File: src/bmg_pkg.sv
// Shared types, command codes and constants of the Box-Muller noise and histogram unit.
// No dependencies; every other file refers to it by scoped names.
`default_nettype none

package bmg_pkg;

	localparam logic [1:0] CMD_GEN   = 2'd0;
	localparam logic [1:0] CMD_READ  = 2'd1;
	localparam logic [1:0] CMD_CLEAR = 2'd2;

	localparam int LOG_STEPS    = 30;
	localparam int SQRT_STEPS   = 32;
	localparam int TAYLOR_TERMS = 5;

	localparam logic [31:0] Q30_ONE     = 32'h4000_0000;
	localparam logic [31:0] TWO_LN2_Q28 = 32'd372130559;
	localparam logic [31:0] PI_Q30      = 32'd3373259426;

	typedef struct packed {
		logic [1:0]  command;
		logic [15:0] uniform_a;
		logic [15:0] uniform_b;
		logic [3:0]  bin_select;
	} req_t;

	typedef struct packed {
		logic signed [15:0] noise_sample;
		logic [3:0]         bin_hit;
		logic [31:0]        bin_count;
	} rsp_t;

	typedef enum logic [4:0] {
		DP_NOP, DP_LOAD, DP_SQ, DP_LOGSTEP, DP_TH, DP_TL, DP_RAD, DP_SQRT,
		DP_ANG, DP_X, DP_Y, DP_T1, DP_T2, DP_T3, DP_S1, DP_S2, DP_MAG,
		DP_RND, DP_OUT
	} dp_op_t;

	typedef enum logic [1:0] {
		H_NONE, H_READ, H_INC, H_CLEAR
	} hist_op_t;

	typedef struct packed {
		dp_op_t     op;
		logic [4:0] idx;
		hist_op_t   hop;
	} cmd_t;

	typedef struct packed {
		logic [1:0] command;
		logic       use_cos;
		logic       hit_ok;
	} status_t;

	// Divisors of the nested Taylor forms, innermost first.
	function automatic logic [6:0] taylor_div(input logic use_cos, input logic [2:0] j);
		logic [6:0] d;
		d = 7'd2;
		case (j)
			3'd0: d = use_cos ? 7'd90 : 7'd110;
			3'd1: d = use_cos ? 7'd56 : 7'd72;
			3'd2: d = use_cos ? 7'd30 : 7'd42;
			3'd3: d = use_cos ? 7'd12 : 7'd20;
			3'd4: d = use_cos ? 7'd2 : 7'd6;
			default: d = 7'd2;
		endcase
		return d;
	endfunction

	// floor(2^31 / divisor), used to estimate the quotient before one correction.
	function automatic logic [31:0] taylor_recip(input logic use_cos, input logic [2:0] j);
		logic [31:0] m;
		m = 32'd1073741824;
		case (j)
			3'd0: m = use_cos ? 32'd23860929 : 32'd19522578;
			3'd1: m = use_cos ? 32'd38347922 : 32'd29826161;
			3'd2: m = use_cos ? 32'd71582788 : 32'd51130563;
			3'd3: m = use_cos ? 32'd178956970 : 32'd107374182;
			3'd4: m = use_cos ? 32'd1073741824 : 32'd357913941;
			default: m = 32'd1073741824;
		endcase
		return m;
	endfunction

endpackage

`default_nettype wire

File: src/bmg_hist.sv
// Histogram counter store: one write or one registered read per cycle, valid bits for clearing.
// Depends on bmg_pkg for the operation codes.
`default_nettype none

module bmg_hist #(
	parameter int NUM_BINS    = 10,
	parameter int COUNT_WIDTH = 32
) (
	input  wire logic                        clk,
	input  wire logic                        arst_n,
	input  wire bmg_pkg::hist_op_t           hop,
	input  wire logic [$clog2(NUM_BINS)-1:0] addr,
	output logic [COUNT_WIDTH-1:0]           count
);
	localparam int AW = $clog2(NUM_BINS);

	logic [COUNT_WIDTH-1:0] mem [NUM_BINS];
	logic [COUNT_WIDTH-1:0] rd_q;
	logic                   rvalid_q;
	logic [AW-1:0]          addr_q;
	logic [NUM_BINS-1:0]    valid_q;
	logic [COUNT_WIDTH-1:0] next_count;

	assign count      = rvalid_q ? rd_q : '0;
	assign next_count = (&count) ? count : count + 1'b1;

	always_ff @(posedge clk) begin
		if (hop == bmg_pkg::H_READ) begin
			rd_q   <= mem[addr];
			addr_q <= addr;
		end
		if (hop == bmg_pkg::H_INC) begin
			mem[addr_q] <= next_count;
		end
	end

	always_ff @(posedge clk or negedge arst_n) begin
		if (!arst_n) begin
			valid_q  <= '0;
			rvalid_q <= 1'b0;
		end else begin
			case (hop)
				bmg_pkg::H_READ:  rvalid_q <= valid_q[addr];
				bmg_pkg::H_INC:   valid_q[addr_q] <= 1'b1;
				bmg_pkg::H_CLEAR: valid_q <= '0;
				default: ;
			endcase
		end
	end

endmodule

`default_nettype wire

File: config.mk
export PLATFORM = sky130hd
export DESIGN_NAME = bmg_hist
export DESIGN_NICKNAME = d
export VERILOG_FILES = /design/src/bmg_pkg.sv /design/src/bmg_hist.sv
export SDC_FILE = /design/constraint.sdc
export NUM_CORES = 1
export LEC_CHECK = 0
export BUFFER_PORTS_ARGS = -buffer_cell sky130_fd_sc_hd__buf_2
export CELL_PAD_IN_SITES_DETAIL_PLACEMENT = 2
export CELL_PAD_IN_SITES_GLOBAL_PLACEMENT = 2
export CORE_ASPECT_RATIO = 1.4
export CORE_MARGIN = 5
export CORE_UTILIZATION = 54
export CTS_BUF_LIST = sky130_fd_sc_hd__clkbuf_4
export CTS_CLUSTER_SIZE = 8
export DETAILED_ROUTE_END_ITERATION = 16
export GPL_TIMING_DRIVEN = 0
export PLACE_DENSITY_LB_ADDON = 0.1
export SLEW_MARGIN = 20
export SYNTH_ARGS = -nofsm -noshare
export SYNTH_HDL_FRONTEND = slang
export SYNTH_SLANG_ARGS = --single-unit
File: constraint.sdc
create_clock -name clk -period 6.2 [get_ports clk]
set_input_delay 0.62 -clock clk [delete_from_list [all_inputs] [get_ports clk]]
set_output_delay 0.62 -clock clk [all_outputs]
set_load 0.01 [all_outputs]
# Word level (Yosys, flattened, before mapping)
# Memory sizes are Yosys's and may differ from the RTL's. A register that Yosys moved wholly into a read port is not among the register bits.
# Cells that the tools add are included.
# classes
muxes,9
reduce_logical,3
add_sub_neg,1
magnitude_cmp,3
n_bitwise,1
eq_ne,3
# op_table
operator,n
two-way mux 32 bit,2
"adder 32 x 1 -> 32 bit, second input constant",1
AND reduction 32 bit,1
case mux 10 bit (2 select lines),1
"< comparator 4 x 5 -> 1 bit, second input constant",2
bitwise OR 10 bit,1
binary-select mux 1 bit (select 4 bit),1
demux 1 bit (select 4 bit),1
"== test 2 bit, second input constant",2
"greater-or-equal comparator 4 x 1 -> 1 bit, second input constant",1
two-way mux 1 bit,4
"== test 2 x 1 -> 1 bit, second input constant",1
nonzero test 2 bit,1
logical AND 1 bit,1
# word_totals
inputBits,8
ram_bits,320
word_cells,24
regBits,15
output_inout_bits,32
n_memories,1
# mem_list
memory,words,width,read_ports,rd_clocked_by_memory_dff,wr,line,source
mem,10,32,1,1,1,bmg_hist.sv:17,logic [COUNT_WIDTH-1:0] mem [NUM_BINS];

# Longest topological paths before layout
# Gate-level depths: netlist of run 1.
# depth
ltp_word,6
ltp_mapped,10
ltp_nobuf,7

# Worst setup path before layout of run 1
# OpenSTA, ideal clock, no wires.
# synth_path
path_type,input to register
startpoint,in hop[0]
endpoint,mem mem[1][0] (enable)
required_time_ns,5.737
setup_ns,0.463
arrival_time_ns,3.497
slack_ns,2.240
n_path_buf,0
cell_stages,3
cell_sequence,nand2b_1 -> or3b_2 -> nor3_1
# synth_between
elab_chain_cells,3
# synth_rtl
element,line,source
from (decl),bmg_hist.sv:11,"input wire bmg_pkg::hist_op_t hop,"
== test 2 bit,bmg_hist.sv:32,if (hop == bmg_pkg::H_INC) begin
two-way mux 1 bit,bmg_hist.sv:32,
two-way mux 1 bit (not written as such),bmg_hist.sv:33,mem[addr_q] <= next_count;
to (decl),bmg_hist.sv:17,
# No other way between the ends.

# Worst setup path after layout of run 1
# layout_path
startpoint,reg rvalid_q
endpoint,mem mem[7][0] (data pin)
# layout_between
elab_chain_cells,3
word_cells_on_any_way,4
classes_between,add/sub: 1; mux: 2; reduce/logical: 1
# layout_rtl
element,line,source
from (decl),bmg_hist.sv:19,logic rvalid_q;
from (signal assigned),bmg_hist.sv:43,bmg_pkg::H_READ: rvalid_q <= valid_q[addr];
two-way mux 32 bit (*),bmg_hist.sv:24,assign count = rvalid_q ? rd_q : '0;
adder 32 x 1 -> 32 bit / AND reduction 32 bit (equally long branches),bmg_hist.sv:25,assign next_count = (&count) ? count : count + 1'b1;
two-way mux 32 bit (*),bmg_hist.sv:25,
named net next_count[0],bmg_hist.sv:22,logic [COUNT_WIDTH-1:0] next_count;
# Mark *: on every way through the listed nets, which the timed path passes. The rest lies on a longest branch.

==> results.sh, run 1 <==
export IMPL_core_area_um2=26900
export IMPL_die_x_um=150
export IMPL_grt_ovfl_total=0
export IMPL_setup_ws_ns=-0.610
export IMPL_synth_seq_cells=367
export IMPL_power_density_nw_per_um2=336
export IMPL_die_height_um=206
export IMPL_endpoint_kind="flip-flop"
export IMPL_placed_cell_area_um2=15900
export IMPL_routedWlPerCell_um=49.9
export IMPL_start_kind="flip-flop"
export IMPL_worstSetupPathType="flip-flop to flip-flop"
export IMPL_cp_data_arrival_time_ns=7.30
export IMPL_ctsHtreeMaxLevel=3
export IMPL_routed_via_density=7.57
export IMPL_die_area_um2=30800
export IMPL_first_global_vias=10838
export IMPL_syn_to_final_growth_pct=15.8
export IMPL_worstPathMaxFanout=10
export IMPL_synth_edf_count=356
export IMPL_synth_area_per_cell_um2=18.7
export IMPL_insertion_delay_ns=0.92
export IMPL_yosysMostFrequentCell="edfxtp_1"
export IMPL_synth_yosys_warnings=0
export IMPL_dp_hpwl_mm=31.4
export IMPL_whs_path_depth=1
export IMPL_cts_root_buffer="clkbuf_4"
export IMPL_yosys_top_cells_count="356 x edfxtp_1, 66 x mux4_2, 34 x a21oi_1"
export IMPL_io_buffer_count=39
export IMPL_holdWs_ns=-0.0206
export IMPL_drt_total_wl_mm=69.5
export IMPL_drive_gt1_share_pct=30.0
export IMPL_violations="negative hold slack, negative setup slack"
export IMPL_maxCapViolCount=0
export IMPL_max_slew_margin_rel_pct=20.4
export IMPL_grt_pass1_wl_mm=90.4
export IMPL_rsz0062_at_grt="no"
export IMPL_final_nets=961
export IMPL_finalSetupViolations=139
export IMPL_rr_worst_depth=9
export IMPL_first_pass_iters=5
export IMPL_ant_nets=0
export IMPL_pre_cts_ws_ns=1.10
export IMPL_synth_seq_area_share_pct=74.1
export IMPL_cts_inserted_buffers=88
export IMPL_yosysTopAreaCellShare_pct=72.3
export IMPL_antenna_found_initial=2
export IMPL_clock_sink_count=367
export IMPL_min_path_type="primary input to flip-flop"
export IMPL_synth_ff_type="edfxtp_1"
export IMPL_gp_congestion=0.764
export IMPL_syn_area_um2=14800
export IMPL_cts_buffer_depth=3
export IMPL_initial_utilization_pct=55.0
export IMPL_required_ns=6.69
export IMPL_leakage_nw=5.94
export IMPL_asyncSetResetFlopFracSynth_pct=3.00
export IMPL_final_area_um2=17100
export IMPL_route_detailed_drc=0
export IMPL_slew_violations=0
export IMPL_finalCritPeriodShare_pct=110
export IMPL_vias=10551
export IMPL_postCtsSetupRepairBufs=0
export IMPL_vdd_drop_max_mv=0.234
export IMPL_min_period_ns=6.81
export IMPL_clk_pin_slew_worst_paths_ns=0.10
export IMPL_yosys_top_cells_area="edfxtp_1 72%, mux4_2 10%, mux2i_1 2.2%"
export IMPL_grtUsageTotal_pct=43.8
export IMPL_finish_utilization_pct=63.6
export IMPL_grt_max_degree=21
export IMPL_worstMarginPinSlew_ns=1.18
export IMPL_syn_nets=800
export IMPL_finalSetupTns_ns=-40.53
export IMPL_status="finished with violations"
export IMPL_synth_distinct_cells=43
export IMPL_hold_viol=1
export IMPL_synth_top_cell_by_area="edfxtp_1"
export IMPL_clock_skew_final_ns=0.125
export IMPL_first_iter_violations=1991
export IMPL_row_count=71
export IMPL_cts_tree="done"
export IMPL_ios=40
export IMPL_fmax_mhz=147
export IMPL_syn_inst=791
layer usage:
metal	vias up	wire length [µm]	track usage (%)	share of wire (%)
li1	3555	-	-	-
met1	5221	20700	50.4	30
met2	1289	32800	71.6	47
met3	482	8490	9.85	12
met4	4	7490	32.1	11
met5	-	26	0	0.037
critical path, cell delays in order, from the launching register on:
cell and delay (ns):
dfrtp_1 0.67, clkbuf_1 0.69, clkbuf_1 0.79, and2_1 0.35
ha_1 0.27, nand4_1 0.62, nor4_1 0.91, nand4_1 0.76
buf_2 0.52, xor2_1 0.87
path summary, 6_finish.rpt:
path / start / slack [ns] / end
worst min register to register: valid_q[8]$_DFFE_PN0P_ / 0.55 / valid_q[8]$_DFFE_PN0P_
min in group asynchronous: arst_n / 0.14 / valid_q[8]$_DFFE_PN0P_
worst max register to register: rvalid_q$_DFFE_PN0N_ / -0.61 / mem[7][0]$_DFFE_PP_
worst max-delay path: rvalid_q$_DFFE_PN0N_ / -0.61 / mem[7][0]$_DFFE_PP_
max in group asynchronous: arst_n / 5.69 / valid_q[6]$_DFFE_PN0P_
worst min-delay path: addr[0] / -0.02 / addr_q[0]$_DFFE_PN_
cells in the final DEF (no fill, tap or decap), types with 10 or more instances in the layout:
master | netlist | layout
buf_6 | 1 | 10
a21oi_1 | 34 | 34
dfrtp_1 | 11 | 11
nand4_1 | 18 | 18
clkbuf_4 | 0 | 124
and2_1 | 26 | 26
a211oi_1 | 33 | 33
nand2_1 | 21 | 21
nor2_1 | 18 | 12
clkbuf_1 | 23 | 23
mux4_2 | 66 | 66
mux2i_1 | 33 | 33
clkinv_1 | 0 | 27
inv_1 | 10 | 10
nor2b_1 | 33 | 32
edfxtp_1 | 356 | 356
buf_4 | 1 | 13
xnor2_1 | 26 | 24
buf_2 | 11 | 50
registers in the layout, summed over array words and instances, names as in the netlist:
| register | count |
|---|---|
| addr_q | 4 |
| mem | 320 |
| rd_q | 32 |
| rvalid_q | 1 |
| valid_q | 10 |
final cells by class:
class | instances | area, µm²
inverter | 10 | 37.5
fill | 2118 | 9800
clock buffer | 124 | 931
timing repair buffer | 71 | 612
tap | 365 | 457
buffer | 40 | 175
antenna | 6 | 15.0
sequential | 367 | 11000
multi-input combinational | 374 | 3710
clock inverter | 37 | 221
through the flow:
step	power [mW]	std cells
2_1_floorplan	3.07	791
3_3_place_gp	3.19	1195
6_report	5.75	1394
3_5_place_dp	3.23	1225
5_1_grt	5.82	1389
4_1_cts	5.47	1387
logic make-up after synthesis:
group,count (synthesis),synth area share (%)
compound gates,80,3.59
xor+xnor,30,1.78
fa+ha+maj,1,0.0846
buf+inv,50,1.44
flops,367,74.1
mux,101,12.4
simple gates,162,6.54
what timing repair did:
| action | in CTS | in global routing |
|---|---|---|
| hold endpoints to repair | 11 | 0 |
| gates resized for setup | 0 | 0 |
| setup endpoints to repair | 0 | 0 |
| hold buffers | 1 | 0 |
where the power goes:
group	total (mW)	internal (mW)	switching, mW
Clock	2.48	1.05	1.43
Combinational	0.440	0.122	0.318
Sequential	2.83	2.79	0.0401
Total	5.75	3.96	1.79
No activity file was read; power rests on OpenSTA's default activity.
==> run 2, diff against run 1 <==
RECOVER_POWER = 100   (was not set)
==> run 2 against run 1 <==
The flow finishes with violations (max-capacitance violations, max-slew violations, negative setup slack). Core utilization shrank 1.6 points. Total power shrank 2.0%. Sequential share of layout area grew 1.6 points. Critical path depth grew 1. Critical endpoint is now mem[9][31]$_DFFE_PP_. Largest cell class unchanged. Largest power group unchanged. Highest routed layer is now met4.
==> results.sh, run 2 (same netlist as run 1, synthesis figures left out) <==
export IMPL_cts_inserted_buffers=88
export IMPL_cts_buffer_depth=3
export IMPL_reg_top3="mem: 320 flops, rd_q: 32 flops, valid_q: 10 flops"
export IMPL_clk_pin_slew_worst_paths_ns=0.11
export IMPL_slowest_delay_ns=0.80
export IMPL_power_density_nw_per_um2=337
export IMPL_row_count=71
export IMPL_rr_worst_depth=10
export IMPL_whs_path_depth=1
export IMPL_worstPathMaxFanout=10
export IMPL_slew_violations=208
export IMPL_leakage_nw=5.67
export IMPL_routedWlPerCell_um=46.9
export IMPL_pre_cts_ws_ns=1.10
export IMPL_gp_congestion=0.764
export IMPL_fin_total_pwr_mw=5.63
export IMPL_io_buffer_count=39
export IMPL_fmax_mhz=158
export IMPL_die_area_um2=30800
export IMPL_grt_pass1_wl_mm=90.4
export IMPL_r2r_end="mem[9][31]$_DFFE_PP_"
export IMPL_start_kind="flip-flop"
export IMPL_final_nets=961
export IMPL_finalSetupViolations=11
export IMPL_min_path_type="primary input to flip-flop"
export IMPL_clock_sink_count=367
export IMPL_final_area_um2=16700
export IMPL_insertion_delay_ns=0.86
export IMPL_holdCritStartpoint="addr[0]"
export IMPL_maxCapViolCount=13
export IMPL_reg2reg_slack_ns=-0.14
export IMPL_path_cells="clkbuf_1 -> clkbuf_1 -> and2_0 -> ha_1 -> nand4_1 -> nor4_1 -> nand4_1 -> buf_2 -> nand3_1 -> xnor2_1"
export IMPL_hold_path_endpoint="addr_q[0]$_DFFE_PN_"
export IMPL_cts_root_buffer="clkbuf_4"
export IMPL_cp_slowest_cell="nor4_1"
export IMPL_initial_utilization_pct=55.0
export IMPL_cp_data_arrival_time_ns=6.72
export IMPL_die_height_um=206
export IMPL_holdWs_ns=0.131
export IMPL_drt_total_wl_mm=65.2
export IMPL_finalCritPeriodShare_pct=102
export IMPL_mostFrequentLayoutCells="356 x edfxtp_1, 124 x clkbuf_4, 67 x clkbuf_1"
export IMPL_ant_nets=0
export IMPL_first_pass_iters=5
export IMPL_syn_to_final_growth_pct=12.9
export IMPL_path_delay_family="simple AND/OR/NAND/NOR gates"
export IMPL_endpoint_kind="flip-flop"
export IMPL_ctsHtreeMaxLevel=3
export IMPL_ctsHoldBuffers=1
export IMPL_pwr_share_clk_pct=42.6
export IMPL_drive_gt1_share_pct=24.3
export IMPL_min_period_ns=6.34
export IMPL_status="finished with violations"
export IMPL_core_area_um2=26900
export IMPL_switchingPower_mw=1.68
export IMPL_die_x_um=150
export IMPL_crit_buf_inv=3
export IMPL_cts_resized=0
export IMPL_first_iter_violations=1664
export IMPL_vdd_drop_max_mv=0.248
export IMPL_vias=10140
export IMPL_max_slew_margin_rel_pct=-52.0
export IMPL_clock_skew_final_ns=0.0906
export IMPL_timing_rr_start="rvalid_q$_DFFE_PN0N_"
export IMPL_first_global_vias=10838
export IMPL_required_ns=6.58
export IMPL_p_sw_share_pct=29.8
export IMPL_hold_viol=0
export IMPL_worstMarginPinSlew_ns=2.27
export IMPL_grt_max_degree=21
export IMPL_placed_cell_area_um2=15900
export IMPL_dp_hpwl_mm=31.4
export IMPL_routed_via_density=7.29
export IMPL_antenna_found_initial=2
export IMPL_setup_ws_ns=-0.139
export IMPL_ios=40
export IMPL_largest_register_ffs=320
export IMPL_grtUsageTotal_pct=43.8
export IMPL_route_detailed_drc=0
export IMPL_postCtsSetupRepairBufs=0
export IMPL_power_frac_comb_pct=7.3
export IMPL_layout_cells_most_common="edfxtp_1"
export IMPL_rsz0062_at_grt="no"
export IMPL_cts_tree="done"
export IMPL_grt_ovfl_total=0
export IMPL_p_int_mw=3.95
export IMPL_worstSetupPathType="flip-flop to flip-flop"
export IMPL_top_register="mem"
export IMPL_seqPwrFrac_pct=50.1
export IMPL_violations="max-capacitance violations, max-slew violations, negative setup slack"
-- run 2: cell count changes in the layout (fill, tap and decap cells not counted), moves of 3 or more --
cell | before | now
nor3_1 | 1 | 5
nor3_2 | 4 | 0
buf_12 | 3 | 0
nor2_4 | 6 | 0
buf_8 | 3 | 0
buf_6 | 10 | 0
and2_1 | 26 | 2
nor2_1 | 12 | 18
clkbuf_1 | 23 | 67
buf_16 | 4 | 0
buf_4 | 13 | 2
buf_2 | 50 | 37
and2_0 | 1 | 25
diode_2 | 6 | 2
-- run 2: worst max-delay path by stage --
stage / startpoint / end / slack (ns) / cells past startpoint
floorplan: hop[0] / mem[1][0]$_DFFE_PP_ / 2.24 / 3
global placement: hop[0] / mem[1][13]$_DFFE_PP_ / -0.80 / 4
detailed placement: rvalid_q$_DFFE_PN0N_ / mem[7][0]$_DFFE_PP_ / 1.10 / 9
CTS: rvalid_q$_DFFE_PN0N_ / mem[3][31]$_DFFE_PP_ / 0.72 / 10
global route: rvalid_q$_DFFE_PN0N_ / mem[6][31]$_DFFE_PP_ / 0.20 / 10
finish: rvalid_q$_DFFE_PN0N_ / mem[9][31]$_DFFE_PP_ / -0.14 / 10
-- run 2: power by group through the flow --
stage | clock network [mW] | logic [mW] | registers [mW]
floorplan | 0 | 0.214 | 2.85
finish | 2.40 | 0.411 | 2.83
CTS | 2.25 | 0.397 | 2.82
global placement | 0 | 0.322 | 2.86
detailed placement | 0 | 0.367 | 2.87
global route | 2.48 | 0.415 | 2.82
-- run 2: metrics by stage --
step | setup TNS (ns) | util (%) | std cells
final | -1.05 | 62.1 | 1390
after global routing | 0 | 62.1 | 1390
after detailed placement | 0 | 59.1 | 1225
after global placement | -76.41 | 57.4 | 1195
after CTS | 0 | 63.4 | 1387
after floorplan | 0 | - | 791
-- run 2: final cells by class --
class                      instances  area, µm²
fill                            2163      10200
inverter                          10       37.5
tap                              365        457
sequential                       367      11000
buffer                            40        168
antenna                            2       5.00
timing repair buffer              71        309
clock buffer                     124        931
clock inverter                    37        221
multi-input combinational        374       3610
-- run 2: metal layers --
layer	vias to the layer above	global-route usage, %	part of all wire [%]
met5	-	0	0
met4	0	32.1	9.5
met3	374	9.85	10
met2	1065	71.6	49
met1	5152	50.4	31
li1	3549	-	-
==> run 3, diff against run 2 <==
CELL_PAD_IN_SITES_DETAIL_PLACEMENT = not set   (was 2)
CELL_PAD_IN_SITES_GLOBAL_PLACEMENT = not set   (was 2)
CORE_MARGIN = 3   (was 5)
CORE_UTILIZATION = 57   (was 54)
PLACE_DENSITY = 0.74   (was not set)
PLACE_DENSITY_LB_ADDON = not set   (was 0.1)
==> run 3 against run 2 <==
The run ends with max-capacitance violations, max-slew violations left. Routed wire length shrank 48%. Clock power shrank 26%. Largest power group unchanged. Clock-buffer cell count shrank 12. Register-to-register slack gained 1.2 ns. Critical path type unchanged. Final cell count shrank 4.9%. Combinational power shrank 21%. Non-clock buffer count shrank 5. Sequential power is essentially flat. Design area shrank 1.6%. Core utilization grew 2.5 points. Via count shrank 19%. Clock skew shrank 0.040 ns.
==> results.sh, run 3 (same netlist as run 1, synthesis figures left out) <==
export IMPL_status="finished with violations"
export IMPL_violations="max-capacitance violations, max-slew violations"
export IMPL_cts_root_buffer="clkbuf_4"
export IMPL_fmax_mhz=194
export IMPL_hold_viol=0
export IMPL_finalSetupViolations=0
export IMPL_crit_buf_inv=2
export IMPL_dp_hpwl_mm=22.7
export IMPL_die_area_um2=27900
export IMPL_holdCritStartpoint="addr[0]"
export IMPL_cts_buffer_depth=3
export IMPL_first_global_vias=8831
export IMPL_first_iter_violations=717
export IMPL_gp_congestion=0.854
export IMPL_mostFrequentLayoutCells="356 x edfxtp_1, 112 x clkbuf_4, 70 x clkbuf_1"
export IMPL_drt_total_wl_mm=34.0
export IMPL_route_detailed_drc=0
export IMPL_multi_input_area_um2=3590
export IMPL_max_slew_margin_rel_pct=-47.7
export IMPL_vdd_drop_max_mv=0.129
export IMPL_vias=8174
export IMPL_grt_pass1_wl_mm=51.3
export IMPL_worstPathMaxFanout=10
export IMPL_cp_data_arrival_time_ns=5.55
export IMPL_slew_violations=150
export IMPL_wl_met3_mm=2.70
export IMPL_largest_register_ffs=320
export IMPL_endpoint_kind="flip-flop"
export IMPL_io_buffer_count=39
export IMPL_path_delay_family="simple AND/OR/NAND/NOR gates"
export IMPL_slowest_delay_ns=1.11
export IMPL_die_height_um=197
export IMPL_ios=40
export IMPL_cts_tree="done"
export IMPL_finish_utilization_pct=64.5
export IMPL_initial_utilization_pct=58.1
export IMPL_crit_start="rvalid_q$_DFFE_PN0N_"
export IMPL_min_path_type="primary input to flip-flop"
export IMPL_drive_gt1_share_pct=22.5
export IMPL_path_cells="clkbuf_1 -> clkbuf_1 -> and2_0 -> ha_1 -> nand4_1 -> or2_2 -> a311oi_1 -> nand3_1 -> xnor2_1"
export IMPL_top_register="mem"
export IMPL_row_count=69
export IMPL_rsz0062_at_grt="no"
export IMPL_core_area_um2=25500
export IMPL_grt_ovfl_total=0
export IMPL_antenna_found_initial=2
export IMPL_worstSetupPathType="flip-flop to flip-flop"
export IMPL_clock_skew_final_ns=0.0504
export IMPL_timing_rr_start="rvalid_q$_DFFE_PN0N_"
export IMPL_postCtsSetupRepairBufs=0
export IMPL_dp_cells=1175
export IMPL_path_depth=9
export IMPL_whs_path_depth=1
export IMPL_start_kind="flip-flop"
export IMPL_worstMarginPinSlew_ns=2.21
export IMPL_grtUsageTotal_pct=25.0
export IMPL_ant_nets=0
export IMPL_first_pass_iters=5
export IMPL_layout_cells_most_common="edfxtp_1"
export IMPL_finalCritPeriodShare_pct=83.3
export IMPL_ctsHtreeMaxLevel=3
export IMPL_reg_top3="mem: 320 flops, rd_q: 32 flops, valid_q: 10 flops"
export IMPL_required_ns=6.59
export IMPL_min_period_ns=5.16
export IMPL_seqCellArea_um2=11000
export IMPL_path_common_cell="clkbuf_1"
export IMPL_wl_met2_mm=17.9
export IMPL_cts_inserted_buffers=81
export IMPL_cp_slowest_cell="a311oi_1"
export IMPL_top_layer="met4"
export IMPL_maxCapViolCount=9
export IMPL_clk_pin_slew_worst_paths_ns=0.07
export IMPL_fill_cells=1772
export IMPL_insertion_delay_ns=0.73
export IMPL_die_x_um=142
export IMPL_routedWlPerCell_um=25.7
export IMPL_power_density_nw_per_um2=299
export IMPL_clock_sink_count=367
export IMPL_grt_max_degree=23
export IMPL_syn_to_final_growth_pct=11.1
export IMPL_rr_worst_depth=9
export IMPL_finalSetupTns_ns=0
export IMPL_finalNonFillerCells=1322
export IMPL_wl_met1_mm=12.2
export IMPL_routed_via_density=6.18
export IMPL_final_nets=949
export IMPL_leakage_nw=5.54
run 3: cell count changes in the layout (fill, tap and decap cells not counted), moves of 2 or more:
cell / change
clkinv_1: -6
diode_2: +2
clkinv_2: +4
clkbuf_1: +3
buf_2: -7
clkbuf_4: -12
inv_2: -3
bufinv_16: -2
run 3: area by class of cell:
type / instances / share of cell area [%]
diodes: 4 / 0.0609
plain buffers: 40 / 0.974
clock buffers: 112 / 5.12
clock inverters: 30 / 0.898
inverters: 10 / 0.228
multi-input cells: 374 / 21.8
flip-flops and latches: 367 / 66.7
well taps: 319 / 2.43
repair buffers: 66 / 1.74
run 3: path summary, 6_finish.rpt:
| check | end | slack, ns |
|---|---|---|
| max | mem[7][30]$_DFFE_PP_ | 1.04 |
| min | addr_q[0]$_DFFE_PN_ | 0.21 |
| max reg2reg | mem[7][30]$_DFFE_PP_ | 1.04 |
| min reg2reg | valid_q[1]$_DFFE_PN0P_ | 0.48 |
| max in group asynchronous | valid_q[4]$_DFFE_PN0P_ | 5.41 |
| min in group asynchronous | rvalid_q$_DFFE_PN0N_ | 0.39 |
run 3: repair_timing:
item / CTS / global route
hold buffers: 1 / 0
resized for setup: 0 / 0
hold endpoints to repair: 11 / 0
run 3: worst register-to-register path: cells and delay by family, from the launching register on:
kind	cells	cell delay [ns]
AOI/OAI and AO/OA	1	1.12
adders and majority gates	1	0.23
xor gates and xnor gates	1	0.65
buffers and inverters	2	1.05
and+or+nand+nor	4	1.28
DFF	1	0.50
run 3: report_power, final:
group	switching (mW)	total (mW)	leakage, nW	internal (mW)
Combinational	0.218	0.326	1.53	0.108
Clock	0.897	1.78	0.594	0.882
Sequential	0.0196	2.81	3.42	2.79
Total	1.13	4.91	5.54	3.78
run 3: per-layer routing:
layer	vias up	global-route usage (%)
li1	3539	-
met1	4103	30.3
met2	447	42.9
met3	85	5.51
met4	0	11.3
met5	-	0
run 3: metrics by stage:
stage | power [mW] | cell area (µm²) | setup WS [ns] | hold slack [ns]
2_1_floorplan | 3.07 | 14800 | 2.24 | 0.324
3_3_place_gp | 3.17 | 15400 | -0.422 | 0.453
3_5_place_dp | 3.20 | 15800 | 1.60 | 0.469
4_1_cts | 4.96 | 16800 | 1.55 | 0.0823
5_1_grt | 5.10 | 16400 | 0.973 | 0.163
6_report | 4.91 | 16400 | 1.04 | 0.207
